[src/sv/eip_pkg.sv]
// Shared types and constants for the Ethernet / IPv4 / TCP header parser.
package eip_pkg;

   // Default capture limit, in bytes per frame
   localparam int MAX_FRAME_BYTES_DEF = 2048;

   // Header byte positions, counted from the first destination MAC byte
   localparam int DST_START    = 0;
   localparam int SRC_START    = 6;
   localparam int TYPE_START   = 12;
   localparam int VERHL_START  = 14;
   localparam int TOTLEN_START = 16;
   localparam int IDENT_START  = 18;
   localparam int TTL_START    = 22;
   localparam int ADDR_START   = 26;

   // TCP header byte offsets from its start
   localparam int TCP_PORTS_OFS = 0;
   localparam int TCP_SEQ_OFS   = 4;
   localparam int TCP_FLAGS_OFS = 12;
   localparam int TCP_HDR_LEN   = 14;

   // TCP start position fits in 7 bits (14 + 15 * 4 = 74)
   localparam int TCP_START_W = 7;

   // Ethertype and protocol values
   localparam logic [15:0] TYPE_MIN  = 16'h0600;
   localparam logic [15:0] TYPE_IPV4 = 16'h0800;
   localparam logic [15:0] TYPE_ARP  = 16'h0806;
   localparam logic [15:0] TYPE_RARP = 16'h8035;
   localparam logic [7:0]  PROTO_TCP = 8'd6;

   // Frame class codes
   localparam logic [2:0] CLASS_LENGTH   = 3'd0;
   localparam logic [2:0] CLASS_OTHER    = 3'd1;
   localparam logic [2:0] CLASS_ARP      = 3'd2;
   localparam logic [2:0] CLASS_IPV4     = 3'd3;
   localparam logic [2:0] CLASS_IPV4_TCP = 3'd4;

   // One input item
   typedef struct packed {
      logic [7:0] frame_byte;
      logic       last_byte;
   } byte_item_type;

   // Raw header fields as captured, network byte order
   typedef struct packed {
      logic [47:0] dst_mac;
      logic [47:0] src_mac;
      logic [15:0] type_or_length;
      logic [7:0]  ip_version_hlen;
      logic [15:0] ip_total_length;
      logic [31:0] ip_ident_flags_offset;
      logic [15:0] ip_ttl_protocol;
      logic [63:0] ip_addresses;
      logic [31:0] tcp_ports;
      logic [63:0] tcp_seq_ack;
      logic [15:0] tcp_offset_flags;
   } hdr_fields_type;

   // Handshake between capture and result stage
   typedef struct packed {
      logic consume;   // capture takes the held item this cycle
      logic frame_end; // that item carries the last-byte mark
   } cap_ctrl_type;

endpackage

[src/sv/eip_req_if.sv]
// Input channel: one frame byte per item with a last-byte mark.
interface eip_req_if;
   logic       valid;
   logic       ready;
   logic [7:0] frame_byte;
   logic       last_byte;

   modport source (output valid, output frame_byte, output last_byte, input ready);
   modport sink   (input valid, input frame_byte, input last_byte, output ready);
endinterface

[src/sv/eip_rsp_if.sv]
// Result channel: one parsed header record per frame.
interface eip_rsp_if;
   logic        valid;
   logic        ready;
   logic [47:0] dst_mac;
   logic [47:0] src_mac;
   logic [15:0] type_or_length;
   logic [2:0]  frame_class;
   logic [7:0]  ip_version_hlen;
   logic [15:0] ip_total_length;
   logic [31:0] ip_ident_flags_offset;
   logic [15:0] ip_ttl_protocol;
   logic [63:0] ip_addresses;
   logic [31:0] tcp_ports;
   logic [63:0] tcp_seq_ack;
   logic [15:0] tcp_offset_flags;

   modport source (
      output valid, input ready,
      output dst_mac, output src_mac, output type_or_length, output frame_class,
      output ip_version_hlen, output ip_total_length, output ip_ident_flags_offset,
      output ip_ttl_protocol, output ip_addresses, output tcp_ports,
      output tcp_seq_ack, output tcp_offset_flags
   );
   modport sink (
      input valid, output ready,
      input dst_mac, input src_mac, input type_or_length, input frame_class,
      input ip_version_hlen, input ip_total_length, input ip_ident_flags_offset,
      input ip_ttl_protocol, input ip_addresses, input tcp_ports,
      input tcp_seq_ack, input tcp_offset_flags
   );
endinterface

[src/sv/eth_ipv4_tcp_header_parser.sv]
// Top level of the Ethernet / IPv4 / TCP header parser.
//
//  Channel  Dir  Carries                                   Item accepted when
//  req_ch   in   frame_byte, last_byte                     valid && ready
//  rsp_ch   out  MACs, type, class, IPv4 and TCP fields    valid && ready
//
// One byte per cycle sustained unless the input stalls as described below; a byte is
// accepted into an input register and taken by the capture logic from there. A
// frame's record is loaded into the result register at the edge where its last
// byte leaves the input register.
// Synchronous active-high reset clears the valid flags, byte counter, TCP start and fields.
// The input stalls only while a held last byte waits for an earlier record that
// is still in the result register; bytes behind it wait with it.
module eth_ipv4_tcp_header_parser #(
   parameter int MAX_FRAME_BYTES = eip_pkg::MAX_FRAME_BYTES_DEF
) (
   input  logic     clock,
   input  logic     reset,
   eip_req_if.sink  req_ch,
   eip_rsp_if.source rsp_ch
);
   import eip_pkg::*;

   logic           in_valid_ff, in_valid_in;
   byte_item_type  in_item_ff;
   cap_ctrl_type   ctrl;
   hdr_fields_type fields;
   logic           out_free;
   logic           req_take;

   // Held byte moves on unless it ends a frame and the result slot is busy
   assign ctrl.frame_end = in_item_ff.last_byte;
   assign ctrl.consume   = in_valid_ff && (!in_item_ff.last_byte || out_free);

   assign req_ch.ready = !in_valid_ff || ctrl.consume;
   assign req_take     = req_ch.valid && req_ch.ready;

   always_comb begin
      in_valid_in = in_valid_ff;
      if (req_take) begin
         in_valid_in = 1'b1;
      end else if (ctrl.consume) begin
         in_valid_in = 1'b0;
      end
   end

   always_ff @(posedge clock) begin
      if (reset) begin
         in_valid_ff <= 1'b0;
      end else begin
         in_valid_ff <= in_valid_in;
      end
   end

   // Input register payload
   always_ff @(posedge clock) begin
      if (req_take) begin
         in_item_ff.frame_byte <= req_ch.frame_byte;
         in_item_ff.last_byte  <= req_ch.last_byte;
      end
   end

   eip_byte_capture #(
      .MAX_FRAME_BYTES (MAX_FRAME_BYTES)
   ) u_capture (
      .clock  (clock),
      .reset  (reset),
      .item   (in_item_ff),
      .ctrl   (ctrl),
      .fields (fields)
   );

   eip_result_stage u_result (
      .clock    (clock),
      .reset    (reset),
      .fields   (fields),
      .load     (ctrl.consume && ctrl.frame_end),
      .out_free (out_free),
      .rsp_ch   (rsp_ch)
   );

endmodule

[src/sv/eip_byte_capture.sv]
// Byte position counter, TCP start tracking and header field capture.
module eip_byte_capture #(
   parameter int MAX_FRAME_BYTES = eip_pkg::MAX_FRAME_BYTES_DEF
) (
   input  logic                   clock,
   input  logic                   reset,
   input  eip_pkg::byte_item_type item,
   input  eip_pkg::cap_ctrl_type  ctrl,
   output eip_pkg::hdr_fields_type fields
);
   import eip_pkg::*;

   localparam int PW = $clog2(MAX_FRAME_BYTES + 1);

   logic [PW-1:0]          pos_ff, pos_in;
   logic [TCP_START_W-1:0] tcp_start_ff, tcp_start_in;
   hdr_fields_type         fields_ff, fields_in;
   hdr_fields_type         merged;
   logic                   take;
   logic [TCP_START_W-1:0] tcp_eff;
   logic [PW-1:0]          tcp_rel_wide;
   logic                   tcp_hit;
   logic [3:0]             tcp_rel;
   logic [7:0]             b;

   assign b    = item.frame_byte;
   assign take = (pos_ff < PW'(MAX_FRAME_BYTES));

   // TCP start: taken from the IHL nibble when byte 14 itself arrives
   always_comb begin
      if (pos_ff == PW'(VERHL_START)) begin
         tcp_eff = TCP_START_W'(VERHL_START) + {1'b0, b[3:0], 2'b00};
      end else begin
         tcp_eff = tcp_start_ff;
      end
      tcp_rel_wide = pos_ff - PW'(tcp_eff);
      // no TCP byte ahead of the IP header
      tcp_hit      = (pos_ff >= PW'(VERHL_START)) && (pos_ff >= PW'(tcp_eff)) &&
                     (tcp_rel_wide < PW'(TCP_HDR_LEN));
      tcp_rel      = tcp_rel_wide[3:0];
   end

   // Drop the byte into every lane whose position matches
   always_comb begin
      merged = fields_ff;
      if (take) begin
         for (int i = 0; i < 6; i++) begin
            if (pos_ff == PW'(DST_START + i)) merged.dst_mac[8*(5-i) +: 8] = b;
            if (pos_ff == PW'(SRC_START + i)) merged.src_mac[8*(5-i) +: 8] = b;
         end
         for (int i = 0; i < 2; i++) begin
            if (pos_ff == PW'(TYPE_START + i))   merged.type_or_length[8*(1-i) +: 8] = b;
            if (pos_ff == PW'(TOTLEN_START + i)) merged.ip_total_length[8*(1-i) +: 8] = b;
            if (pos_ff == PW'(TTL_START + i))    merged.ip_ttl_protocol[8*(1-i) +: 8] = b;
            if (tcp_hit && tcp_rel == 4'(TCP_FLAGS_OFS + i))
               merged.tcp_offset_flags[8*(1-i) +: 8] = b;
         end
         if (pos_ff == PW'(VERHL_START)) merged.ip_version_hlen = b;
         for (int i = 0; i < 4; i++) begin
            if (pos_ff == PW'(IDENT_START + i)) merged.ip_ident_flags_offset[8*(3-i) +: 8] = b;
            if (tcp_hit && tcp_rel == 4'(TCP_PORTS_OFS + i))
               merged.tcp_ports[8*(3-i) +: 8] = b;
         end
         for (int i = 0; i < 8; i++) begin
            if (pos_ff == PW'(ADDR_START + i)) merged.ip_addresses[8*(7-i) +: 8] = b;
            if (tcp_hit && tcp_rel == 4'(TCP_SEQ_OFS + i))
               merged.tcp_seq_ack[8*(7-i) +: 8] = b;
         end
      end
   end

   assign fields = merged;

   // Next state: clear after the frame's last byte, hold when nothing is taken
   always_comb begin
      pos_in       = pos_ff;
      tcp_start_in = tcp_start_ff;
      fields_in    = fields_ff;
      if (ctrl.consume) begin
         if (ctrl.frame_end) begin
            pos_in       = '0;
            tcp_start_in = '0;
            fields_in    = '0;
         end else if (take) begin
            pos_in       = pos_ff + PW'(1);
            tcp_start_in = tcp_eff;
            fields_in    = merged;
         end
      end
   end

   always_ff @(posedge clock) begin
      if (reset) begin
         pos_ff       <= '0;
         tcp_start_ff <= '0;
         fields_ff    <= '0;
      end else begin
         pos_ff       <= pos_in;
         tcp_start_ff <= tcp_start_in;
         fields_ff    <= fields_in;
      end
   end

endmodule

[src/sv/eip_result_stage.sv]
// Frame classification, field masking and the result register.
module eip_result_stage (
   input  logic                    clock,
   input  logic                    reset,
   input  eip_pkg::hdr_fields_type fields,
   input  logic                    load,
   output logic                    out_free,
   eip_rsp_if.source               rsp_ch
);
   import eip_pkg::*;

   logic       rsp_valid_ff, rsp_valid_in;
   logic [2:0] cls;
   logic       is_ip;
   logic       is_tcp;

   logic [47:0] dst_mac_ff, src_mac_ff;
   logic [15:0] type_ff;
   logic [2:0]  class_ff;
   logic [7:0]  verhl_ff;
   logic [15:0] totlen_ff;
   logic [31:0] identfo_ff;
   logic [15:0] ttlproto_ff;
   logic [63:0] addrs_ff;
   logic [31:0] ports_ff;
   logic [63:0] seqack_ff;
   logic [15:0] offflags_ff;

   // Frame class from ethertype and IP protocol
   always_comb begin
      if (fields.type_or_length < TYPE_MIN) begin
         cls = CLASS_LENGTH;
      end else if (fields.type_or_length == TYPE_IPV4) begin
         cls = (fields.ip_ttl_protocol[7:0] == PROTO_TCP) ? CLASS_IPV4_TCP : CLASS_IPV4;
      end else if (fields.type_or_length == TYPE_ARP ||
                   fields.type_or_length == TYPE_RARP) begin
         cls = CLASS_ARP;
      end else begin
         cls = CLASS_OTHER;
      end
      is_ip  = (cls == CLASS_IPV4) || (cls == CLASS_IPV4_TCP);
      is_tcp = (cls == CLASS_IPV4_TCP);
   end

   // Output slot is free when empty or being drained
   assign out_free = !rsp_valid_ff || rsp_ch.ready;

   always_comb begin
      rsp_valid_in = rsp_valid_ff;
      if (load) begin
         rsp_valid_in = 1'b1;
      end else if (rsp_ch.ready) begin
         rsp_valid_in = 1'b0;
      end
   end

   always_ff @(posedge clock) begin
      if (reset) begin
         rsp_valid_ff <= 1'b0;
      end else begin
         rsp_valid_ff <= rsp_valid_in;
      end
   end

   // Record payload; IP and TCP fields zeroed where the class rules them out
   always_ff @(posedge clock) begin
      if (load) begin
         dst_mac_ff  <= fields.dst_mac;
         src_mac_ff  <= fields.src_mac;
         type_ff     <= fields.type_or_length;
         class_ff    <= cls;
         verhl_ff    <= is_ip  ? fields.ip_version_hlen       : '0;
         totlen_ff   <= is_ip  ? fields.ip_total_length       : '0;
         identfo_ff  <= is_ip  ? fields.ip_ident_flags_offset : '0;
         ttlproto_ff <= is_ip  ? fields.ip_ttl_protocol       : '0;
         addrs_ff    <= is_ip  ? fields.ip_addresses          : '0;
         ports_ff    <= is_tcp ? fields.tcp_ports             : '0;
         seqack_ff   <= is_tcp ? fields.tcp_seq_ack           : '0;
         offflags_ff <= is_tcp ? fields.tcp_offset_flags      : '0;
      end
   end

   assign rsp_ch.valid                 = rsp_valid_ff;
   assign rsp_ch.dst_mac               = dst_mac_ff;
   assign rsp_ch.src_mac               = src_mac_ff;
   assign rsp_ch.type_or_length        = type_ff;
   assign rsp_ch.frame_class           = class_ff;
   assign rsp_ch.ip_version_hlen       = verhl_ff;
   assign rsp_ch.ip_total_length       = totlen_ff;
   assign rsp_ch.ip_ident_flags_offset = identfo_ff;
   assign rsp_ch.ip_ttl_protocol       = ttlproto_ff;
   assign rsp_ch.ip_addresses          = addrs_ff;
   assign rsp_ch.tcp_ports             = ports_ff;
   assign rsp_ch.tcp_seq_ack           = seqack_ff;
   assign rsp_ch.tcp_offset_flags      = offflags_ff;

endmodule

[src/flat_wrapper.sv]
// flat-port wrapper written by rule: the top's interface ports become plain ports
module eth_ipv4_tcp_header_parser_flat import eip_pkg::*;
#(
   parameter int MAX_FRAME_BYTES = eip_pkg::MAX_FRAME_BYTES_DEF
)
  (clock, reset, req_ch_valid, req_ch_frame_byte, req_ch_last_byte, req_ch_ready, rsp_ch_valid, rsp_ch_ready, rsp_ch_dst_mac, rsp_ch_src_mac, rsp_ch_type_or_length, rsp_ch_frame_class, rsp_ch_ip_version_hlen, rsp_ch_ip_total_length, rsp_ch_ip_ident_flags_offset, rsp_ch_ip_ttl_protocol, rsp_ch_ip_addresses, rsp_ch_tcp_ports, rsp_ch_tcp_seq_ack, rsp_ch_tcp_offset_flags);
  eip_req_if req_ch_i ();
  eip_rsp_if rsp_ch_i ();
  input  logic clock;
  input  logic reset;
  input wire logic [$bits(req_ch_i.valid)-1:0] req_ch_valid;
  input wire logic [$bits(req_ch_i.frame_byte)-1:0] req_ch_frame_byte;
  input wire logic [$bits(req_ch_i.last_byte)-1:0] req_ch_last_byte;
  output wire logic [$bits(req_ch_i.ready)-1:0] req_ch_ready;
  output wire logic [$bits(rsp_ch_i.valid)-1:0] rsp_ch_valid;
  input wire logic [$bits(rsp_ch_i.ready)-1:0] rsp_ch_ready;
  output wire logic [$bits(rsp_ch_i.dst_mac)-1:0] rsp_ch_dst_mac;
  output wire logic [$bits(rsp_ch_i.src_mac)-1:0] rsp_ch_src_mac;
  output wire logic [$bits(rsp_ch_i.type_or_length)-1:0] rsp_ch_type_or_length;
  output wire logic [$bits(rsp_ch_i.frame_class)-1:0] rsp_ch_frame_class;
  output wire logic [$bits(rsp_ch_i.ip_version_hlen)-1:0] rsp_ch_ip_version_hlen;
  output wire logic [$bits(rsp_ch_i.ip_total_length)-1:0] rsp_ch_ip_total_length;
  output wire logic [$bits(rsp_ch_i.ip_ident_flags_offset)-1:0] rsp_ch_ip_ident_flags_offset;
  output wire logic [$bits(rsp_ch_i.ip_ttl_protocol)-1:0] rsp_ch_ip_ttl_protocol;
  output wire logic [$bits(rsp_ch_i.ip_addresses)-1:0] rsp_ch_ip_addresses;
  output wire logic [$bits(rsp_ch_i.tcp_ports)-1:0] rsp_ch_tcp_ports;
  output wire logic [$bits(rsp_ch_i.tcp_seq_ack)-1:0] rsp_ch_tcp_seq_ack;
  output wire logic [$bits(rsp_ch_i.tcp_offset_flags)-1:0] rsp_ch_tcp_offset_flags;
  assign req_ch_i.valid = req_ch_valid;
  assign req_ch_i.frame_byte = req_ch_frame_byte;
  assign req_ch_i.last_byte = req_ch_last_byte;
  assign req_ch_ready = req_ch_i.ready;
  assign rsp_ch_valid = rsp_ch_i.valid;
  assign rsp_ch_i.ready = rsp_ch_ready;
  assign rsp_ch_dst_mac = rsp_ch_i.dst_mac;
  assign rsp_ch_src_mac = rsp_ch_i.src_mac;
  assign rsp_ch_type_or_length = rsp_ch_i.type_or_length;
  assign rsp_ch_frame_class = rsp_ch_i.frame_class;
  assign rsp_ch_ip_version_hlen = rsp_ch_i.ip_version_hlen;
  assign rsp_ch_ip_total_length = rsp_ch_i.ip_total_length;
  assign rsp_ch_ip_ident_flags_offset = rsp_ch_i.ip_ident_flags_offset;
  assign rsp_ch_ip_ttl_protocol = rsp_ch_i.ip_ttl_protocol;
  assign rsp_ch_ip_addresses = rsp_ch_i.ip_addresses;
  assign rsp_ch_tcp_ports = rsp_ch_i.tcp_ports;
  assign rsp_ch_tcp_seq_ack = rsp_ch_i.tcp_seq_ack;
  assign rsp_ch_tcp_offset_flags = rsp_ch_i.tcp_offset_flags;
  eth_ipv4_tcp_header_parser #(.MAX_FRAME_BYTES(MAX_FRAME_BYTES)) u_core (.clock(clock), .reset(reset), .req_ch(req_ch_i), .rsp_ch(rsp_ch_i));
endmodule
[config.mk]
export PLATFORM = sky130hd
export DESIGN_NAME = eth_ipv4_tcp_header_parser_flat
export DESIGN_NICKNAME = d
export VERILOG_FILES = /design/src/sv/eip_pkg.sv /design/src/sv/eip_req_if.sv /design/src/sv/eip_rsp_if.sv /design/src/sv/eth_ipv4_tcp_header_parser.sv /design/src/sv/eip_byte_capture.sv /design/src/sv/eip_result_stage.sv /design/src/flat_wrapper.sv
export SDC_FILE = /design/constraint.sdc
export NUM_CORES = 1
export LEC_CHECK = 0
export ABC_AREA = 1
export ABC_CLOCK_PERIOD_IN_PS = 12200
export BUFFER_PORTS_ARGS = -buffer_cell sky130_fd_sc_hd__buf_2
export CORE_AREA = 2 2 309 311
export CTS_CLUSTER_DIAMETER = 50
export DETAILED_ROUTE_END_ITERATION = 8
export DIE_AREA = 0 0 311 313
export GPL_ROUTABILITY_DRIVEN = 0
export SYNTH_ARGS = -nofsm -noshare
export SYNTH_HDL_FRONTEND = slang
export SYNTH_SLANG_ARGS = --single-unit
[constraint.sdc]
create_clock -name clock -period 12.2 [get_ports clock]
set_clock_uncertainty 0.2 [all_clocks]
set_input_delay 2.44 -clock clock [delete_from_list [all_inputs] [get_ports clock]]
set_output_delay 2.44 -clock clock [all_outputs]
set_load 0.005 [all_outputs]
==> impl_metrics.yaml <==
die:
  pin_count: 378
  dieWidth_um: 311
  row_count: 113
  die_area_um2: 97300
  start_util_pct: 34.7
  core_um2: 94200
  die_h_um: 313
global_route:
  grt_antenna_before_repair: 1
  grt_pass1_vias: 24000
  gr-usage-met1_pct: 25.0
  grt_use_met2_pct: 31.3
  grt-ovfl-total: 0
  track_usage_pct: 19.3
  grt_pass1_wl_um: 145000
  gr-max-usage-layer: "met2"
  grt_max_degree: 168
  met3_usage_pct: 4.95
power_and_ir_drop:
  p_per_area_nw_per_um2: 149
  p_leak_nw: 15.2
  peakVddDrop_uv: 99.3
  power.total_mw: 5.79
setup_path:
  crit_path_start_kind: "primary input"
  worstPathArrival_ns: 3.68
  slowest_delay_ns: 0.51
  cp-end-kind: "primary output"
  path_delay_family: "simple AND/OR/NAND/NOR gates"
  critical_path.max_fanout: 3
  worstPathRequired_ns: 9.56
  path_cells: "buf_2, nor2_1, nand3_1, buf_2"
  crit_slowest_cell: "nor2_1"
  cp_common_cell: "buf_2"
  critPathBufInv: 2
  path_class: "in -> out"
detailed_routing:
  drtPass1Iterations: 5
  drc_errors: 0
  drt-initial-drc-count: 2209
  route.detailed.wl_per_inst_um: 17.7
  vias: 26400
  viasPerCell: 4.83
  postRouteAntennaNets: 0
  totalWireLength_um: 96800
clock_network:
  cts_resized: 0
  cts_max_path_buffers: 3
  clkSinkCount: 753
  cts.reportedPaths.clkPinSlew_ns: 0.05
  cts_max_level: 3
  cts_made_buffers: 99
  post_cts_buffers: 0
  ctsHoldBuffers: 0
  cts_tree: "yes"
  clock_latency_ns: 0.67
  cts_root_buffer: "clkbuf_16"
yosys:
  syn-cell-area_um2: 32700
  synthDistinctLibCells: 45
  yosys.area.top_type: "edfxtp_1"
  synth-edff-count: 372
  synth_seq_area_share_pct: 57.5
  avgSynthCellArea_um2: 8.54
  ys_ff_latch: 753
  synth.top_cells.by_area: "edfxtp_1 (34%), dfxtp_1 (23%), nand2_1 (10%)"
  synthFlopType: "dfxtp_1"
  yosysMostFrequentCell: "nand2_1"
  yosys-top-cells-count: "nand2_1 (879), inv_1 (487), nor2_1 (412)"
  synth.top_cell.area_share_pct: 34.2
  syn_inst: 3829
  async_reset_ff_share_pct: 0
  ys_warn_count: 0
  syn_nets: 3855
timing:
  fmax_mhz: 158
  fin_tns_setup_ns: 0
  fin_crit_sh_pct: 51.8
  rsz0062_at_grt: "false"
  tightest_slew_ns: 1.22
  maxSlewViolCount: 0
  setup_viol: 0
  slew_headroom_pct: 18.7
  final-hold-violation-count: 0
  fin_crit_ns: 6.32
  hold_slack_ns: 0.258
  timing.final.ws_setup_ns: 5.88
layout:
  area_growth_pct: 18.5
  num-nets-final: 4142
  drive_gt1_share_pct: 16.9
  antenna_cells: 0
run_status:
  status: "completed"
job:
  maxCapViolations: 0
placed_design:
  dp_hpwl_um: 57000
  portBuffers: 377
  post-place-ws_ns: 5.93
hold_path:
  hold_class: "reg -> reg"
[kinds of logic (layout without fill, tap and decap cells)]
family                     Yosys count  in the layout  synth area share, %
adders and majority gates           13             13                0.520
muxes                               32             32                0.980
and+or+nand+nor                   1709           1709                 22.3
buffers and inverters              723           1095                 9.00
DFF                                753            753                 57.5
xor gates and xnor gates             2              2               0.0536
AOI/OAI and AO/OA                  597            597                 9.67
[layer usage]
| metal | vias up | routed length (um) |
|---|---|---|
| li1 | 13000 | - |
| met1 | 12500 | 41500 |
| met2 | 733 | 45400 |
| met3 | 147 | 7300 |
| met4 | 0 | 2610 |
| met5 | - | 0 |
[stage by stage]
step	area [um^2]	cells	utilization (%)
finish	38800	5466	41.2
CTS	38800	5466	41.2
global route	38800	5466	41.2
floorplan	32700	3829	-
detailed placement	35400	5280	37.6
global placement	35400	5280	37.6
[sequential cells by signal (all words and copies together) (netlist names), 16 cells and up]
name / count
u_core.u_capture.fields_ff: 360
u_core.u_result.rsp_ch.ip_addresses: 64
u_core.u_result.rsp_ch.tcp_seq_ack: 64
u_core.u_result.rsp_ch.dst_mac: 48
u_core.u_result.rsp_ch.src_mac: 48
u_core.u_result.rsp_ch.ip_ident_flags_offset: 32
u_core.u_result.rsp_ch.tcp_ports: 32
u_core.u_result.rsp_ch.ip_total_length: 16
u_core.u_result.rsp_ch.ip_ttl_protocol: 16
u_core.u_result.rsp_ch.tcp_offset_flags: 16
u_core.u_result.rsp_ch.type_or_length: 16
[worst paths after layout]
check,to,from,cells past startpoint,slack (ns)
setup / recovery,req_ch_ready,rsp_ch_ready,4,5.88
hold / removal,u_core.u_capture.tcp_start_ff[0],u_core.u_capture.tcp_start_ff[0],2,0.26
setup reg to reg,u_core.u_result.rsp_ch.tcp_seq_ack[62],u_core.u_capture.pos_ff[11],21,6.64
hold reg to reg,u_core.u_capture.tcp_start_ff[0],u_core.u_capture.tcp_start_ff[0],2,0.26
[cells in the final DEF, fill, tap and decap left out, drive strengths merged, types with 3 or more instances in the layout]
cell type    n
nor3b        3
a21oi      295
nor3        21
clkbuf     120
nand3      285
o21ai      174
clkinvlp     8
nor2       485
mux2i       32
buf        410
edfxtp     372
ha          12
clkinv      33
nand4       10
inv        517
bufinv       7
o22ai      123
nor4         3
nand2      888
or2         13
dfxtp      381
[worst reg2reg max path, delay by kind of cell, from the launching register on]
family / cells / cell delay (ns)
AOI/OAI and AO/OA: 2 / 0.52
adders and majority gates: 1 / 0.40
buffers and inverters: 3 / 1.17
DFF: 1 / 0.86
and+or+nand+nor: 15 / 2.12
[cell type report]
cell class / instances / area, um^2
sequential: 753 / 18800
fill: 9331 / 55400
multi-input combinational: 2353 / 11000
tap: 1265 / 1580
timing repair buffer: 410 / 2180
inverter: 499 / 1890
clock buffer: 120 / 2640
clock inverter: 66 / 676
[report_power, final]
group | switching, mW | internal, mW | leakage, nW
Combinational | 0.162 | 0.0344 | 6.89
Sequential | 0.0123 | 2.67 | 6.66
Clock | 1.19 | 1.72 | 1.61
Total | 1.36 | 4.43 | 15.2
(Power assumes the default switching activity.)
